<file path="src/hdl/odq_pkg.sv">
// Shared types and codes for the output-restricted deque core.
// No dependencies; imported by odq_ctrl, odq_dpath and output_restricted_deque_core.
package odq_pkg;

   localparam int DEPTH  = 8;
   localparam int IDX_W  = $clog2(DEPTH + 1);
   localparam int ADDR_W = (DEPTH > 1) ? $clog2(DEPTH) : 1;

   localparam logic [2:0] MODE_CLEAR     = 3'd0;
   localparam logic [2:0] MODE_INS_RIGHT = 3'd1;
   localparam logic [2:0] MODE_INS_LEFT  = 3'd2;
   localparam logic [2:0] MODE_REMOVE    = 3'd3;
   localparam logic [2:0] MODE_DUMP      = 3'd4;

   localparam logic [2:0] ST_OK        = 3'd0;
   localparam logic [2:0] ST_OVERFLOW  = 3'd1;
   localparam logic [2:0] ST_UNDERFLOW = 3'd2;
   localparam logic [2:0] ST_ENTRY     = 3'd3;
   localparam logic [2:0] ST_EMPTY     = 3'd4;

   typedef struct packed {
      logic [2:0]         mode;
      logic signed [31:0] value;
   } req_type;

   typedef struct packed {
      logic [2:0]         status;
      logic signed [31:0] data_out;
      logic               last;
   } rsp_type;

   // controller -> datapath
   typedef struct packed {
      logic       clear;
      logic       load_right;
      logic       load_left;
      logic       pop;
      logic       dump_start;
      logic       dump_step;
      logic       emit;
      logic [2:0] status;
      logic       read_sel;
      logic       last;
   } cmd_type;

   // datapath -> controller
   typedef struct packed {
      logic empty;
      logic full;
      logic last_head;
      logic last_ptr;
   } stat_type;

endpackage

</file>
<file path="src/hdl/output_restricted_deque_core.sv">
// Top level of the output-restricted deque core: controller plus datapath.
// Depends on odq_pkg, odq_ctrl and odq_dpath.
//
// A transaction is taken when start is high and busy is low. Every
// transaction produces its first result in the cycle after acceptance,
// on rsp_data, each result flagged by rsp_strobe for exactly one cycle;
// the receiver has no way to stall, so it must take every strobed
// result. Clear, insert-right, insert-left, remove and the unused modes
// can be issued every cycle. A dump of n live entries (n >= 1) emits n
// results back to back, read one per cycle through the entry array's
// single read port; for n > 1, busy is high while the remaining entries
// are read. An empty dump gives one dump-empty result. The final result
// of every transaction carries last = 1. Entries live in a linear array
// of DEPTH words: once the tail reaches the end, both inserts report
// overflow until a clear, even when removes have freed slots at the front.
// No clearing pass runs after reset; the block is ready on the first cycle.
module output_restricted_deque_core
   import odq_pkg::*;
(
   input  logic    clock,
   input  logic    reset,
   input  logic    start,
   output logic    busy,
   input  req_type req_data,
   output logic    rsp_strobe,
   output rsp_type rsp_data
);

   cmd_type  cmd;
   stat_type stat;

   // sequencing: mode decode and dump walk
   odq_ctrl u_ctrl (
      .clock    (clock),
      .reset    (reset),
      .start    (start),
      .req_data (req_data),
      .stat     (stat),
      .busy     (busy),
      .cmd      (cmd)
   );

   // storage, pointers and registered result
   odq_dpath u_dpath (
      .clock      (clock),
      .reset      (reset),
      .req_data   (req_data),
      .cmd        (cmd),
      .stat       (stat),
      .rsp_strobe (rsp_strobe),
      .rsp_data   (rsp_data)
   );

`ifndef NO_ASSERTIONS
   // every accepted transaction yields a result on the next cycle
   a_rsp_follows: assert property (@(posedge clock) disable iff (reset)
      (start && !busy) |=> rsp_strobe)
      else $error("no result after accepted transaction");

   // a dump in progress always has a non-final entry on the outputs
   a_dump_flow: assert property (@(posedge clock) disable iff (reset)
      busy |-> (rsp_strobe && !rsp_data.last && rsp_data.status == ST_ENTRY))
      else $error("dump sequence broken");

   // leaving a dump coincides with its final entry
   a_dump_end: assert property (@(posedge clock) disable iff (reset)
      $fell(busy) |-> (rsp_strobe && rsp_data.last))
      else $error("dump ended without final entry");

   // only dumped entries may be non-final
   a_single_last: assert property (@(posedge clock) disable iff (reset)
      (rsp_strobe && rsp_data.status != ST_ENTRY) |-> rsp_data.last)
      else $error("single-result transaction without last");
`endif

endmodule

</file>
<file path="src/hdl/odq_ctrl.sv">
// Controller for the deque core: decodes the transaction mode and sequences dumps.
// Depends on odq_pkg.
module odq_ctrl
   import odq_pkg::*;
(
   input  logic     clock,
   input  logic     reset,
   input  logic     start,
   input  req_type  req_data,
   input  stat_type stat,
   output logic     busy,
   output cmd_type  cmd
);

   localparam logic S_IDLE = 1'b0;
   localparam logic S_DUMP = 1'b1;

   logic state_ff;
   logic state_in;

   assign busy = (state_ff == S_DUMP);

   always_comb begin
      cmd      = '0;
      state_in = state_ff;
      unique case (state_ff)
         S_IDLE: begin
            if (start) begin
               cmd.emit   = 1'b1;
               cmd.last   = 1'b1;
               cmd.status = ST_OK;
               unique case (req_data.mode)
                  MODE_CLEAR: begin
                     cmd.clear = 1'b1;
                  end
                  MODE_INS_RIGHT: begin
                     if (stat.full) cmd.status = ST_OVERFLOW;
                     else           cmd.load_right = 1'b1;
                  end
                  MODE_INS_LEFT: begin
                     if (stat.full) cmd.status = ST_OVERFLOW;
                     else           cmd.load_left = 1'b1;
                  end
                  MODE_REMOVE: begin
                     if (stat.empty) begin
                        cmd.status = ST_UNDERFLOW;
                     end else begin
                        cmd.pop      = 1'b1;
                        cmd.read_sel = 1'b1;
                     end
                  end
                  MODE_DUMP: begin
                     if (stat.empty) begin
                        cmd.status = ST_EMPTY;
                     end else begin
                        cmd.dump_start = 1'b1;
                        cmd.read_sel   = 1'b1;
                        cmd.status     = ST_ENTRY;
                        cmd.last       = stat.last_head;
                        if (!stat.last_head) state_in = S_DUMP;
                     end
                  end
                  default: begin
                     // unused modes: plain ok, no state change
                  end
               endcase
            end
         end
         S_DUMP: begin
            cmd.emit      = 1'b1;
            cmd.dump_step = 1'b1;
            cmd.read_sel  = 1'b1;
            cmd.status    = ST_ENTRY;
            cmd.last      = stat.last_ptr;
            if (stat.last_ptr) state_in = S_IDLE;
         end
         default: state_in = S_IDLE;
      endcase
   end

   always_ff @(posedge clock) begin
      if (reset) state_ff <= S_IDLE;
      else       state_ff <= state_in;
   end

endmodule

</file>
<file path="src/hdl/odq_dpath.sv">
// Datapath for the deque core: entry array, head/tail/dump pointers, result register.
// Depends on odq_pkg; driven by odq_ctrl.
module odq_dpath
   import odq_pkg::*;
(
   input  logic     clock,
   input  logic     reset,
   input  req_type  req_data,
   input  cmd_type  cmd,
   output stat_type stat,
   output logic     rsp_strobe,
   output rsp_type  rsp_data
);

   logic signed [31:0] entries_ff [DEPTH];
   logic signed [31:0] entries_in [DEPTH];
   logic [IDX_W-1:0]   head_ff, head_in;
   logic [IDX_W-1:0]   tail_ff, tail_in;
   logic [IDX_W-1:0]   ptr_ff, ptr_in;
   logic [IDX_W-1:0]   rd_idx;
   logic signed [31:0] rd_word;
   logic               rsp_strobe_ff;
   rsp_type            rsp_ff, rsp_in;

   assign stat.empty     = (head_ff == tail_ff);
   assign stat.full      = (tail_ff == IDX_W'(DEPTH));
   assign stat.last_head = ((head_ff + IDX_W'(1)) == tail_ff);
   assign stat.last_ptr  = ((ptr_ff + IDX_W'(1)) == tail_ff);

   // single read port: head for remove and first dump entry, ptr afterwards
   assign rd_idx  = cmd.dump_step ? ptr_ff : head_ff;
   assign rd_word = entries_ff[rd_idx[ADDR_W-1:0]];

   // shift chain: insert-left moves head..tail-1 up one slot
   always_comb begin
      for (int i = 0; i < DEPTH; i++) begin
         entries_in[i] = entries_ff[i];
         if (cmd.load_right && (tail_ff == IDX_W'(i))) begin
            entries_in[i] = req_data.value;
         end else if (cmd.load_left) begin
            if (head_ff == IDX_W'(i))
               entries_in[i] = req_data.value;
            else if ((IDX_W'(i) > head_ff) && (IDX_W'(i) <= tail_ff))
               entries_in[i] = entries_ff[(i > 0) ? i - 1 : 0];
         end
      end
   end

   always_comb begin
      head_in = head_ff;
      tail_in = tail_ff;
      ptr_in  = ptr_ff;
      if (cmd.clear) begin
         head_in = '0;
         tail_in = '0;
      end
      if (cmd.load_right || cmd.load_left) tail_in = tail_ff + IDX_W'(1);
      if (cmd.pop)        head_in = head_ff + IDX_W'(1);
      if (cmd.dump_start) ptr_in  = head_ff + IDX_W'(1);
      if (cmd.dump_step)  ptr_in  = ptr_ff + IDX_W'(1);
   end

   always_comb begin
      rsp_in.status   = cmd.status;
      rsp_in.data_out = cmd.read_sel ? rd_word : 32'sd0;
      rsp_in.last     = cmd.last;
   end

   always_ff @(posedge clock) begin
      if (reset) begin
         head_ff       <= '0;
         tail_ff       <= '0;
         rsp_strobe_ff <= 1'b0;
      end else begin
         head_ff       <= head_in;
         tail_ff       <= tail_in;
         rsp_strobe_ff <= cmd.emit;
      end
   end

   always_ff @(posedge clock) begin
      ptr_ff <= ptr_in;
      rsp_ff <= rsp_in;
      for (int i = 0; i < DEPTH; i++) entries_ff[i] <= entries_in[i];
   end

   assign rsp_strobe = rsp_strobe_ff;
   assign rsp_data   = rsp_ff;

endmodule
</file>
<file path="config.mk">
export PLATFORM = sky130hd
export DESIGN_NAME = output_restricted_deque_core
export DESIGN_NICKNAME = d
export VERILOG_FILES = /design/src/hdl/odq_pkg.sv /design/src/hdl/output_restricted_deque_core.sv /design/src/hdl/odq_ctrl.sv /design/src/hdl/odq_dpath.sv
export SDC_FILE = /design/constraint.sdc
export NUM_CORES = 1
export LEC_CHECK = 0
export BUFFER_PORTS_ARGS = -buffer_cell sky130_fd_sc_hd__buf_2
export CAP_MARGIN = 20
export CORE_MARGIN = 5
export CORE_UTILIZATION = 56
export DETAILED_ROUTE_END_ITERATION = 10
export PLACE_DENSITY_LB_ADDON = 0.25
export SYNTH_ARGS = -nofsm -noshare
export SYNTH_HDL_FRONTEND = slang
export SYNTH_SLANG_ARGS = --single-unit
</file>
<file path="constraint.sdc">
create_clock -name clock -period 4.2 [get_ports clock]
set_clock_uncertainty 0.2 [all_clocks]
set_input_delay 0.42 -clock clock [delete_from_list [all_inputs] [get_ports clock]]
set_output_delay 0.42 -clock clock [all_outputs]
set_load 0.01 [all_outputs]
</file>
==> flow_metrics.env, run 1 <==
export IMPL_yosysTopAreaCell="edfxtp_1"
export IMPL_post_drt_via_cell_ratio=6.42
export IMPL_hold_depth=1
export IMPL_nets=1440
export IMPL_hold_ws_ps=10.5
export IMPL_worstPathRequired_ps=4450
export IMPL_synth_seq_cells=306
export IMPL_die_h_um=176
export IMPL_status="complete, no violations"
export IMPL_layout_drive_gt1_share_pct=28.6
export IMPL_min_period_over_period_pct=75.6
export IMPL_min_from="req_data[25]"
export IMPL_wl_um=41700
export IMPL_yosysSeqAreaShare_pct=56.3
export IMPL_vias=11500
export IMPL_ys_warnings_count=0
export IMPL_slew_headroom_pct=38.1
export IMPL_fillCellCount=2078
export IMPL_max_cap_violations=0
export IMPL_core_area_um2=27600
export IMPL_drc=0
export IMPL_wl_per_cell_um=23.2
export IMPL_ioPinCount=76
export IMPL_syn_num_nets=1387
export IMPL_dr_pass1_iters=6
export IMPL_path_max_fanout=60
export IMPL_synth_top_area_share_pct=50.3
export IMPL_io_buffers=75
export IMPL_final_util_pct=63.9
export IMPL_grt_pass1_wl_um=64700
export IMPL_hold_violations=0
export IMPL_maxSlewViolCount=0
export IMPL_crit_path_end_kind="register"
export IMPL_gp_congestion=0.848
export IMPL_cts_tree="built"
export IMPL_syn_area_um2=15500
export IMPL_start_util_pct=56.3
export IMPL_timing_fmax_mhz=315
export IMPL_period_minus_slack_ps=3180
export IMPL_synth_commonest_cells="260 x edfxtp_1, 214 x mux2_2, 153 x nor2_1, 95 x o22ai_1, 80 x o21ai_0"
export IMPL_cts_root_buf="clkbuf_16"
export IMPL_r2r_start="u_dpath.head_ff[0]"
export IMPL_final_setup_viol_count=0
export IMPL_clkTransAtPathRegs_ps=60
export IMPL_worst_slew_pin_slew_ps=928
export IMPL_peakVddDrop_mv=0.341
export IMPL_critical_path_startpoint_type="register"
export IMPL_num_rows=61
export IMPL_grt_use_total_pct=26.5
export IMPL_yosysMostFrequentCell="edfxtp_1"
export IMPL_syn_instance_count=1341
export IMPL_antenna_found_initial=0
export IMPL_r2r_slack_ps=1020
export IMPL_synth_area_leaders="edfxtp_1 50%, mux2_2 16%, dfxtp_1 5.9%, o22ai_1 3.8%, nor2_1 3.7%"
export IMPL_synthToLayoutAreaGrowth_pct=13.4
export IMPL_ys_flop_type="edfxtp_1"
export IMPL_critical_path_class="reg -> reg"
export IMPL_timing_rr_end="u_dpath.rsp_data[1]"
export IMPL_grt_max_degree=65
export IMPL_power_leakage_nw=6.50
export IMPL_grt_pass1_vias=11400
export IMPL_min_path_type="in -> reg"
export IMPL_synth_avg_cell_area_um2=11.6
export IMPL_synthArstFlopShare_pct=0
export IMPL_synth_edff_count=260
export IMPL_ant_nets=0
export IMPL_rsz0062_at_grt="no"
export IMPL_hpwl_um=24100
export IMPL_clockBufferDepth=3
export IMPL_grt_overflow_total=0
export IMPL_cts_buffers=34
export IMPL_dieWidth_um=176
export IMPL_dieArea_um2=31100
export IMPL_h_tree_depth=2
export IMPL_antennaDiodeCount=0
export IMPL_clk_latency_ps=520
export IMPL_synth_cell_type_count=52
export IMPL_cts_sinks=306
export IMPL_drt_iter0_markers=1621
export IMPL_reg2regPathDepth=6
export IMPL_hold_path_end="u_dpath.entries_ff[0][25]"
export IMPL_crit_arrival_ps=3420
export IMPL_powerDensity_nw_per_um2=370
-- area by class of cell --
type	count	area, µm²	area share, %
Tap cell	378	473	2.69
Clock buffer	51	1010	5.72
Timing Repair Buffer	118	778	4.42
Clock inverter	10	129	0.733
Inverter	37	139	0.789
Sequential cell	306	8730	49.6
Multi-Input combinational cell	897	6340	36.0
-- logic make-up (layout without fill, tap and decap cells) --
| group | after synthesis | in the layout | synth area share (%) |
|---|---|---|---|
| xor gates and xnor gates | 15 | 15 | 0.847 |
| buffers and inverters | 138 | 216 | 3.87 |
| AOI/OAI and AO/OA | 305 | 305 | 11.5 |
| and+or+nand+nor | 342 | 342 | 10.3 |
| muxes | 227 | 227 | 16.6 |
| DFF | 306 | 306 | 56.3 |
| adders and majority gates | 8 | 8 | 0.645 |
-- state kept, by name (all words and copies together) (netlist names) --
name and cells:
u_dpath.head_ff 4, u_ctrl.busy 1, u_dpath.rsp_strobe 1, u_dpath.tail_ff 4, u_dpath.ptr_ff 4, u_dpath.rsp_data 36
u_dpath.entries_ff 256
-- layout by cell type (no fill, tap or decap), types with 4 or more instances in the layout --
master,count
a31oi_1,34
xor2_1,5
nand2b_1,6
ha_1,8
clkbuf_1,9
dlygate4sd3_1,12
buf_4,27
edfxtp_1,260
xnor2_1,10
clkbuf_16,35
nand3b_1,4
nor3_1,36
buf_2,75
clkinv_2,6
dfxtp_1,45
mux2_4,6
mux2_1,6
nor2_1,153
o22ai_1,95
and3_1,33
buf_12,4
o21ai_4,7
o21ai_0,74
a21oi_1,76
nand3_1,39
nor2b_1,5
mux2_2,214
clkbuf_8,7
inv_1,36
nand2_1,44
-- worst max-delay path: stages, from the launching register on --
cell and delay [ps]:
dfxtp_4 730, buf_4 710, o32a_2 710, buf_4 350
nor3_1 80, a31oi_1 130, and3_1 160
-- metrics by stage --
step	std cells	area [µm²]	setup TNS, ps	power [mW]	setup slack (ps)
6_report	1797	17600	0	6.51	1020
5_1_grt	1797	17600	0	6.70	866
4_1_cts	1797	17600	0	6.55	1070
3_5_place_dp	1724	16300	0	3.54	1080
3_3_place_gp	1724	16300	0	3.54	1100
2_1_floorplan	1341	15500	-18270	3.45	-286
-- how the worst max path moves through the flow --
stage	startpoint	endpoint	slack [ps]
2_1_floorplan	u_dpath.tail_ff[0]	u_dpath.entries_ff[3][0]	-290
3_3_place_gp	u_dpath.tail_ff[1]	u_dpath.entries_ff[2][22]	1100
3_5_place_dp	u_dpath.tail_ff[1]	u_dpath.entries_ff[2][22]	1080
4_1_cts	u_dpath.tail_ff[1]	u_dpath.entries_ff[2][23]	1070
5_1_grt	u_dpath.tail_ff[1]	u_dpath.entries_ff[1][1]	870
6_report	u_dpath.head_ff[0]	u_dpath.rsp_data[1]	1020
-- per-layer routing --
layer | wire [µm] | vias to the layer above | global-route usage, %
li1 | - | 5150 | -
met1 | 17300 | 5606 | 37.8
met2 | 18900 | 689 | 41.0
met3 | 4330 | 98 | 5.05
met4 | 1210 | 0 | 9.41
met5 | 0 | - | 0
-- report_power, final --
part	switching [mW]	leakage (nW)	internal [mW]
registers	0.0129	2.72	3.28
clock network	1.18	0.563	1.84
logic	0.126	3.22	0.0694
-- timing repair --
item                      in CTS  in global routing
buffers inserted               0                  0
hold buffers                  12                  0
hold endpoints to repair      12                  0
resized for setup              0                  0
Power figures use the tool's default switching activity.
==> inputs of run 2 (changes only) <==
--- a/config.mk
+++ b/config.mk
@@ -5,10 +5,11 @@
 export SDC_FILE = /design/constraint.sdc
 export NUM_CORES = 1
 export LEC_CHECK = 0
+export ABC_AREA = 1
 export BUFFER_PORTS_ARGS = -buffer_cell sky130_fd_sc_hd__buf_2
 export CAP_MARGIN = 20
 export CORE_MARGIN = 5
-export CORE_UTILIZATION = 56
+export CORE_UTILIZATION = 60
 export DETAILED_ROUTE_END_ITERATION = 10
 export PLACE_DENSITY_LB_ADDON = 0.25
 export SYNTH_ARGS = -nofsm -noshare
==> constraint.sdc (replaced) <==
create_clock -name clock -period 3.3 [get_ports clock]
set_clock_uncertainty 0.2 [all_clocks]
set_input_delay 0.33 -clock clock [delete_from_list [all_inputs] [get_ports clock]]
set_output_delay 0.33 -clock clock [all_outputs]
set_load 0.01 [all_outputs]
==> run 2 against run 1 <==
Against the previous run:
- synthesized cell count rose by 36%
- via count rose by 11%
- sequential cell count did not move
- fmax is 17% higher
- total power up 29%
- critical path type unchanged
- non-clock buffer count grew 27
- area after synthesis up 1.0%
- critical path depth rose by 2
- global-route usage increased by 0.31 points
==> flow_metrics.env, run 2 <==
export IMPL_status="complete, no violations"
export IMPL_grt_pass1_wl_um=63300
export IMPL_r2r_slack_ps=580
export IMPL_min_period_over_period_pct=82.5
export IMPL_dr_pass1_iters=6
export IMPL_cts_root_buf="clkbuf_16"
export IMPL_crit_path_end_kind="register"
export IMPL_cts_setup_buffers=0
export IMPL_synth_top_area_share_pct=49.8
export IMPL_hold_path_end="u_dpath.rsp_data[34]"
export IMPL_rsz0062_at_grt="no"
export IMPL_core_area_um2=25900
export IMPL_dieArea_um2=29400
export IMPL_gp_congestion=0.929
export IMPL_top_register="u_dpath.entries_ff"
export IMPL_period_minus_slack_ps=2720
export IMPL_worst_slew_pin_slew_ps=833
export IMPL_peakVddDrop_mv=0.457
export IMPL_crit_arrival_ps=2760
export IMPL_ys_warnings_count=0
export IMPL_timing_fmax_mhz=367
export IMPL_wl_um=39800
export IMPL_io_buffers=75
export IMPL_worstPathRequired_ps=3340
export IMPL_syn_num_nets=1865
export IMPL_synth_commonest_cells="448 x nand2_1, 260 x edfxtp_1, 251 x inv_1, 177 x o21ai_0, 112 x nor2_1"
export IMPL_cts_sinks=306
export IMPL_pre_cts_ws_ps=629
export IMPL_die_h_um=172
export IMPL_synth_seq_cells=306
export IMPL_num_rows=59
export IMPL_dp_cells=2148
export IMPL_max_cap_violations=0
export IMPL_setup_slack_ps=577
export IMPL_fin_setup_tns_ps=0
export IMPL_h_tree_depth=2
export IMPL_cts_buffers=34
export IMPL_final_cell_mix="443 x nand2_1, 260 x edfxtp_1, 249 x inv_1, 173 x o21ai_0, 111 x nor2_1"
export IMPL_hpwl_um=23200
export IMPL_grt_use_total_pct=26.8
export IMPL_final_setup_viol_count=0
export IMPL_min_from="req_data[32]"
export IMPL_synthToLayoutAreaGrowth_pct=14.4
export IMPL_clkTransAtPathRegs_ps=60
export IMPL_synth_avg_cell_area_um2=8.61
export IMPL_critical_path_startpoint_type="register"
export IMPL_hold_violations=0
export IMPL_clockBufferDepth=3
export IMPL_syn_area_um2=15700
export IMPL_ant_nets=0
export IMPL_syn_instance_count=1819
export IMPL_yosysMostFrequentCell="nand2_1"
export IMPL_stdcell_count=2248
export IMPL_drc=0
export IMPL_hold_depth=5
export IMPL_fillCellCount=1968
export IMPL_path_max_fanout=46
export IMPL_powerDensity_nw_per_um2=467
export IMPL_cts_tree="built"
export IMPL_synth_cell_type_count=32
export IMPL_antenna_found_initial=0
export IMPL_grt_overflow_total=0
export IMPL_maxSlewViolCount=0
export IMPL_slew_headroom_pct=44.4
export IMPL_r2r_start="u_dpath.tail_ff[2]"
export IMPL_largest_reg_flops=256
export IMPL_synth_area_leaders="edfxtp_1 50%, nand2_1 11%, inv_1 6.0%, dfxtp_1 5.9%, o21ai_0 5.7%"
export IMPL_ys_flop_type="edfxtp_1"
export IMPL_min_path_type="in -> reg"
export IMPL_reg2regPathDepth=8
export IMPL_ioPinCount=76
export IMPL_vias=12800
export IMPL_synth_edff_count=260
export IMPL_clk_latency_ps=510
export IMPL_wl_per_cell_um=17.7
export IMPL_timing_rr_end="u_dpath.entries_ff[2][6]"
export IMPL_yosysTopAreaCell="edfxtp_1"
export IMPL_final_common_cell="nand2_1"
export IMPL_dieWidth_um=172
export IMPL_antennaDiodeCount=0
export IMPL_grt_max_degree=161
export IMPL_post_drt_via_cell_ratio=5.69
export IMPL_layout_drive_gt1_share_pct=10.4
export IMPL_nets=1933
export IMPL_drt_iter0_markers=1441
export IMPL_power_leakage_nw=7.43
export IMPL_critical_path_class="reg -> reg"
export IMPL_grt_pass1_vias=12200
export IMPL_yosysSeqAreaShare_pct=55.7
export IMPL_synthArstFlopShare_pct=0
export IMPL_start_util_pct=60.5
run 2: cell types whose count changed after synthesis, moves of 33 or more:
cell | before | now
nand2_1 | 45 | 448
inv_1 | 36 | 251
mux2_2 | 214 | 0
o21ai_0 | 80 | 177
o22ai_1 | 95 | 0
o211ai_1 | 0 | 65
nand3_1 | 39 | 98
o21ai_1 | 1 | 60
buf_2 | 12 | 56
nor2_1 | 153 | 112
and3_1 | 33 | 0
clkbuf_1 | 65 | 32
nor3_1 | 36 | 3
run 2: cells by family after synthesis:
kind of cell	synth area share [%]
fa+ha+maj	0.639
simple gates	17.5
xor+xnor	0.335
flops	55.7
buf+inv	9.93
compound gates	15.9
run 2: metrics by stage:
step / total power, mW / area, µm² / util, % / hold WS (ps)
after global routing: 8.62 / 17900 / 69.2 / 128
after global placement: 4.52 / 16400 / 63.2 / 344
after detailed placement: 4.52 / 16400 / 63.2 / 356
final: 8.38 / 17900 / 69.2 / 117
after floorplan: 4.40 / 15700 / - / 229
after CTS: 8.42 / 17900 / 69.1 / 98.1
run 2: repair_timing:
action / CTS / global route
resized for setup: 0 / 0
endpoints found under the hold margin: 52 / 0
hold buffers: 37 / 0
run 2: final cells by class:
cell class              count  area (µm²)  share of cell area (%)
clock inverters            15         144                   0.802
multi-input cells        1143        5520                    30.8
flip-flops and latches    306        8730                    48.7
inverters                 257         966                    5.39
well taps                 335         419                    2.34
clock buffers              47        1010                    5.65
repair buffers            145        1140                    6.35
run 2: worst max-delay path, cell delays in order, from the launching register on:
cell     delay [ps]
dfxtp_1         680
inv_1           180
nand3_2         140
nand2_4         100
nor2_8          160
nand3_1         190
nand2_2         380
buf_12          280
o21ai_0         130
run 2: per-layer routing:
layer	vias up	wire length (µm)	global-route usage, %
met3	83	3440	3.38
met1	5893	16500	37.2
met5	-	0	0
met4	0	888	7.27
met2	584	19000	45.0
li1	6223	-	-
run 2: worst max path at each step:
| stage | startpoint | to | slack (ps) |
|---|---|---|---|
| after floorplan | u_dpath.tail_ff[0] | u_dpath.entries_ff[6][0] | 20 |
| after global placement | u_dpath.tail_ff[2] | u_dpath.entries_ff[7][20] | 670 |
| after detailed placement | u_dpath.tail_ff[2] | u_dpath.entries_ff[2][14] | 630 |
| after CTS | u_dpath.tail_ff[2] | u_dpath.entries_ff[2][6] | 600 |
| after global routing | u_dpath.tail_ff[2] | u_dpath.entries_ff[2][6] | 420 |
| final | u_dpath.tail_ff[2] | u_dpath.entries_ff[2][6] | 580 |
run 2: power breakdown:
group          internal, mW  switching [mW]  total, mW
Clock                  2.38            1.52       3.90
Combinational         0.104           0.188      0.292
Sequential             4.18          0.0117       4.19
Total                  6.66            1.72       8.38
